File: src/rtl/core/woadr_pkg.sv
// Package with the widths, command codes, result kinds, configuration indices and the queue entry type.
package woadr_pkg;

    localparam int TempW  = 16;
    localparam int TimeW  = 52;
    localparam int AddrW  = 32;
    localparam int PortW  = 16;
    localparam int CountW = 7;
    localparam int CfgIdxW = 2;
    localparam int CfgDataW = 52;

    typedef enum logic [1:0] {
        CMD_READING  = 2'd0,
        CMD_FIRE     = 2'd1,
        CMD_REGISTER = 2'd2,
        CMD_UNUSED   = 2'd3
    } t_cmd;

    typedef enum logic [1:0] {
        KIND_STATUS  = 2'd0,
        KIND_CONFIRM = 2'd1,
        KIND_OPEN    = 2'd2,
        KIND_SPARE   = 2'd3
    } t_kind;

    localparam logic [CfgIdxW-1:0] CFG_THRESHOLD = 2'd0;
    localparam logic [CfgIdxW-1:0] CFG_NEEDED    = 2'd1;
    localparam logic [CfgIdxW-1:0] CFG_WINDOW    = 2'd2;

    // Work item passed from the classifier to the executor.
    typedef struct packed {
        t_cmd              cmd;
        logic              hot;
        logic [TimeW-1:0]  sample_time;
        logic [TimeW-1:0]  now_time;
        logic [AddrW-1:0]  gate_addr;
        logic [PortW-1:0]  gate_port;
    } t_job;

endpackage

File: src/rtl/core/woadr_if.sv
// Valid/ready channel interfaces for events and results.
interface woadr_in_if;
    import woadr_pkg::*;
    logic                    valid;
    logic                    ready;
    logic [1:0]              command;
    logic signed [TempW-1:0] temperature;
    logic [TimeW-1:0]        sample_time;
    logic [TimeW-1:0]        now_time;
    logic [AddrW-1:0]        gate_addr;
    logic [PortW-1:0]        gate_port;
    modport source (output valid, command, temperature, sample_time, now_time,
                    gate_addr, gate_port, input ready);
    modport sink   (input valid, command, temperature, sample_time, now_time,
                    gate_addr, gate_port, output ready);
endinterface


File: src/rtl/core/woadr_front.sv
// Front end: takes events, compares readings to the threshold and queues jobs.
module woadr_front #(
    parameter int QDEPTH = 2
) (
    input  logic                      i_clk,
    input  logic                      i_rst_n,
    woadr_in_if.sink                  in_ch,
    input  logic signed [woadr_pkg::TempW-1:0] i_threshold,
    output logic                      o_job_valid,
    output woadr_pkg::t_job           o_job,
    input  logic                      i_job_pop
);
    import woadr_pkg::*;

    localparam int PtrW = (QDEPTH > 1) ? $clog2(QDEPTH) : 1;

    t_job            r_q [QDEPTH];
    logic [PtrW-1:0] r_wr, r_rd;
    logic [PtrW:0]   r_cnt;
    t_job            n_job;
    logic            push;

    assign in_ch.ready = (r_cnt != (PtrW+1)'(QDEPTH));
    assign push        = in_ch.valid && in_ch.ready;
    assign o_job_valid = (r_cnt != '0);
    assign o_job       = r_q[r_rd];

    always_comb begin
        n_job.cmd          = t_cmd'(in_ch.command);
        n_job.hot          = (in_ch.temperature >= i_threshold);
        n_job.sample_time  = in_ch.sample_time;
        n_job.now_time     = in_ch.now_time;
        n_job.gate_addr    = in_ch.gate_addr;
        n_job.gate_port    = in_ch.gate_port;
    end

    always_ff @(posedge i_clk) begin
        if (push) begin
            r_q[r_wr] <= n_job;
        end
    end

    always_ff @(posedge i_clk) begin
        if (!i_rst_n) begin
            r_wr  <= '0;
            r_rd  <= '0;
            r_cnt <= '0;
        end else begin
            if (push) begin
                r_wr <= (r_wr == PtrW'(QDEPTH-1)) ? '0 : r_wr + 1'b1;
            end
            if (i_job_pop) begin
                r_rd <= (r_rd == PtrW'(QDEPTH-1)) ? '0 : r_rd + 1'b1;
            end
            r_cnt <= r_cnt + (PtrW+1)'(push) - (PtrW+1)'(i_job_pop);
        end
    end

endmodule

File: src/flat_wrapper.sv
// flat-port wrapper written by rule: the top's interface ports become plain ports
module woadr_front_flat import woadr_pkg::*;
#(
    parameter int QDEPTH = 2
)
  (i_clk, i_rst_n, i_threshold, o_job_valid, o_job, i_job_pop, in_ch_valid, in_ch_command, in_ch_temperature, in_ch_sample_time, in_ch_now_time, in_ch_gate_addr, in_ch_gate_port, in_ch_ready);
  woadr_in_if in_ch_i ();
  input  logic i_clk;
  input  logic i_rst_n;
  input  logic signed [woadr_pkg::TempW-1:0] i_threshold;
  output logic o_job_valid;
  output woadr_pkg::t_job o_job;
  input  logic i_job_pop;
  input wire logic [$bits(in_ch_i.valid)-1:0] in_ch_valid;
  input wire logic [$bits(in_ch_i.command)-1:0] in_ch_command;
  input wire logic [$bits(in_ch_i.temperature)-1:0] in_ch_temperature;
  input wire logic [$bits(in_ch_i.sample_time)-1:0] in_ch_sample_time;
  input wire logic [$bits(in_ch_i.now_time)-1:0] in_ch_now_time;
  input wire logic [$bits(in_ch_i.gate_addr)-1:0] in_ch_gate_addr;
  input wire logic [$bits(in_ch_i.gate_port)-1:0] in_ch_gate_port;
  output wire logic [$bits(in_ch_i.ready)-1:0] in_ch_ready;
  assign in_ch_i.valid = in_ch_valid;
  assign in_ch_i.command = in_ch_command;
  assign in_ch_i.temperature = in_ch_temperature;
  assign in_ch_i.sample_time = in_ch_sample_time;
  assign in_ch_i.now_time = in_ch_now_time;
  assign in_ch_i.gate_addr = in_ch_gate_addr;
  assign in_ch_i.gate_port = in_ch_gate_port;
  assign in_ch_ready = in_ch_i.ready;
  woadr_front #(.QDEPTH(QDEPTH)) u_core (.i_clk(i_clk), .i_rst_n(i_rst_n), .in_ch(in_ch_i), .i_threshold(i_threshold), .o_job_valid(o_job_valid), .o_job(o_job), .i_job_pop(i_job_pop));
endmodule
File: config.mk
export PLATFORM = sky130hd
export DESIGN_NAME = woadr_front_flat
export DESIGN_NICKNAME = d
export VERILOG_FILES = /design/src/rtl/core/woadr_pkg.sv /design/src/rtl/core/woadr_if.sv /design/src/rtl/core/woadr_front.sv /design/src/flat_wrapper.sv
export SDC_FILE = /design/constraint.sdc
export NUM_CORES = 1
export LEC_CHECK = 0
export ABC_AREA = 1
export BUFFER_PORTS_ARGS = -buffer_cell sky130_fd_sc_hd__buf_2
export CAP_MARGIN = 25
export CELL_PAD_IN_SITES_DETAIL_PLACEMENT = 1
export CELL_PAD_IN_SITES_GLOBAL_PLACEMENT = 2
export CORE_MARGIN = 2
export CORE_UTILIZATION = 33
export CTS_CLUSTER_SIZE = 24
export DETAILED_ROUTE_END_ITERATION = 7
export GPL_ROUTABILITY_DRIVEN = 0
export PLACE_DENSITY = 0.73
export SLEW_MARGIN = 40
export SYNTH_ARGS = -nofsm -noshare
export SYNTH_HDL_FRONTEND = slang
export SYNTH_SLANG_ARGS = --single-unit
File: constraint.sdc
create_clock -name i_clk -period 8.1 [get_ports i_clk]
set_input_delay 1.215 -clock i_clk [delete_from_list [all_inputs] [get_ports i_clk]]
set_output_delay 1.215 -clock i_clk [all_outputs]
set_load 0.005 [all_outputs]
==> flow_metrics.tcl <==
set metrics [dict create \
    status "complete, no violations" \
    cp.required_ps 6880 \
    drv_cap 0 \
    setup_tns_ps 0 \
    dieArea_um2 37600 \
    crit_chain "buf_6 -> mux2_2 -> buf_2" \
    synth_fp_nets 792 \
    ctsHoldBuffers 0 \
    die_height_um 194 \
    drive_gt1_frac 0.569 \
    core-area_um2 35600 \
    synth_top_area_frac 0.781 \
    endpoint_kind "output pin" \
    clockBufferDepth 3 \
    drt_iter0_drc 258 \
    synthArstFlopShare 0 \
    synth_seq_cells 315 \
    ir_drop_uv 125 \
    yosys_warnings 0 \
    cts_buffers 35 \
    worst_slew_pin_slew_ps 784 \
    hold_viol_final 0 \
    post-route-min-period_ps 3570 \
    final_area_um2 15200 \
    cts.sinks 315 \
    leakage_uw 0.00584 \
    antenna_found_initial 6 \
    cts_tree "built" \
    place_hpwl_um 18500 \
    finClkSkew_ps 10.3 \
    crit_path_max_incr_delay_ps 600 \
    finalCritPeriodShare 0.440 \
    drv_slew 0 \
    syn_area_um2 11900 \
    drc_errors 0 \
    grt_pass1_wl_um 41400 \
    route.detailed.wl_per_inst_um 18.9 \
    track_usage 0.142 \
    ant_nets 0 \
    pin_count 347 \
    hold_path_class "flop to flop" \
    ys_types 16 \
    cp_slowest_cell "dfxtp_4" \
    rsz0062_at_grt "false" \
    drt-pass1-iter-count 4 \
    maxSlewHeadroom 0.477 \
    powerDensity_nw_per_um2 270 \
    grt_max_degree 77 \
    ys_seq_area_frac 0.790 \
    synth_edf_count 310 \
    synthTopCellsByArea "edfxtp_1 (78%), mux2_2 (15%), ha_1 (1.9%)" \
    clkTransAtPathRegs_ps 60 \
    row_count 69 \
    post_cts_buffers 0 \
    synth.avg_cell_area_um2 20.4 \
    setup_viol 0 \
    yosysTopAreaCell "edfxtp_1" \
    cts-root-buf "clkbuf_16" \
    grt_pass1_vias 7129 \
    netlist_instances 584 \
    vias_per_cell 4.53 \
    post_dp_cell_area_um2 14100 \
    fmax_ghz 0.280 \
    cts_htree_levels 2 \
    routed_wl_um 27300 \
    num-fill-cells 3562 \
    path_class "flop to output pin" \
    worstPathArrival_ps 2350 \
    num-nets-final 1164 \
    cp-start-kind "flop" \
    ctsResizeCount 0 \
    clock_latency_ps 520 \
    start_util 0.335 \
    area_delta_synth_final_pct 27.9 \
    seq_area_um2 9410 \
    synthFlopType "edfxtp_1" \
    die_w_um 194 \
    path_max_fanout 70 \
    vias 6549 \
    multi_input_area_um2 2210 \
    grt_remaining_overflow 0 \
    numPortBuffers 346 \
]
==> layer usage <==
layer  up-vias  GRT usage  wire [um]
li1       3014          -          -
met1      3246      0.167      10800
met2       234      0.244      13700
met3        53     0.0433       2050
met4         2     0.0561        830
met5         -          0          7
==> power by group <==
part           total, uW  leakage (uW)  internal [uW]  switching, uW
sequential          2050       0.00293           2010           42.2
clock               1540      0.000546            931            613
combinational        510       0.00237            228            283
total               4110       0.00584           3170            938
==> path summary, 6_finish.rpt <==
check                              from                          to  slack [ps]  depth (start not counted)
max                                flop                   o_job[77]        4530                          3
min          u_core.r_cnt[1]$_SDFF_PN0_  u_core.r_cnt[1]$_SDFF_PN0_         500                          2
max reg2reg  u_core.r_cnt[0]$_SDFF_PN0_  u_core.r_q[0][5]$_DFFE_PP_        5780                          5
min reg2reg  u_core.r_cnt[1]$_SDFF_PN0_  u_core.r_cnt[1]$_SDFF_PN0_         500                          2
==> worst max-delay path: cells and delay by family, from the launching register on <==
family / cells / cell delay, ps
buf+inv: 2 / 710
flops: 1 / 600
mux: 1 / 440
==> through the flow <==
step	utilization	std cells	setup slack [ps]	total power (uW)	hold slack [ps]
floorplan	-	584	2290	2370	458
global placement	0.396	1380	4700	2590	470
detailed placement	0.397	1380	4890	2610	494
CTS	0.428	1442	4480	4180	504
global route	0.428	1445	4420	4290	529
finish	0.428	1446	4530	4110	498
==> cell usage in the layout, fill, tap and decap left out, drive strengths merged <==
| master | synthesis | routed |
|---|---|---|
| buf | 12 | 352 |
| edfxtp | 310 | 310 |
| mux2 | 155 | 155 |
| clkbuf | 5 | 47 |
| inv | 27 | 28 |
| nand2 | 23 | 23 |
| ha | 18 | 18 |
| nor2 | 10 | 10 |
| clkinv | 0 | 10 |
| a21oi | 7 | 7 |
| dfxtp | 5 | 5 |
| diode | 0 | 4 |
| nand3 | 3 | 3 |
| o21ai | 3 | 3 |
| bufinv | 0 | 3 |
| nand4 | 2 | 2 |
| nor3 | 2 | 2 |
| a21o | 1 | 1 |
| xnor2 | 1 | 1 |
| clkinvlp | 0 | 1 |
==> kinds of logic (layout without fill, tap and decap cells) <==
logic type | count (synthesis) | after routing | share of synthesized area
buf+inv | 44 | 441 | 0.0256
simple gates | 40 | 40 | 0.0135
flops | 315 | 315 | 0.790
other cells | 0 | 4 | 0
compound gates | 11 | 11 | 0.00483
fa+ha+maj | 18 | 18 | 0.0189
mux | 155 | 155 | 0.147
xor+xnor | 1 | 1 | 0.000735
==> state kept, by name, summed over array words and instances, names as in the netlist, named ones only <==
signal / flops
u_core.r_q: 310
u_core.r_cnt: 2
u_core.r_rd: 1
u_core.r_wr: 1
==> final cells by class <==
class,count,share of cell area
diodes,4,0.000657
clock buffers,47,0.0631
clock inverters,15,0.0106
inverters,27,0.00665
multi-input cells,225,0.145
flip-flops and latches,315,0.618
well taps,461,0.0379
repair buffers,352,0.118
==> cell usage after synthesis, types with 3 or more instances <==
| master | number |
|---|---|
| a21oi_1 | 7 |
| buf_6 | 12 |
| clkbuf_8 | 5 |
| dfxtp_1 | 5 |
| edfxtp_1 | 310 |
| ha_1 | 18 |
| inv_1 | 27 |
| mux2_2 | 155 |
| nand2_1 | 23 |
| nand3_1 | 3 |
| nor2_1 | 10 |
| o21ai_0 | 3 |
Note: power is estimated with default switching activity, not from simulation.
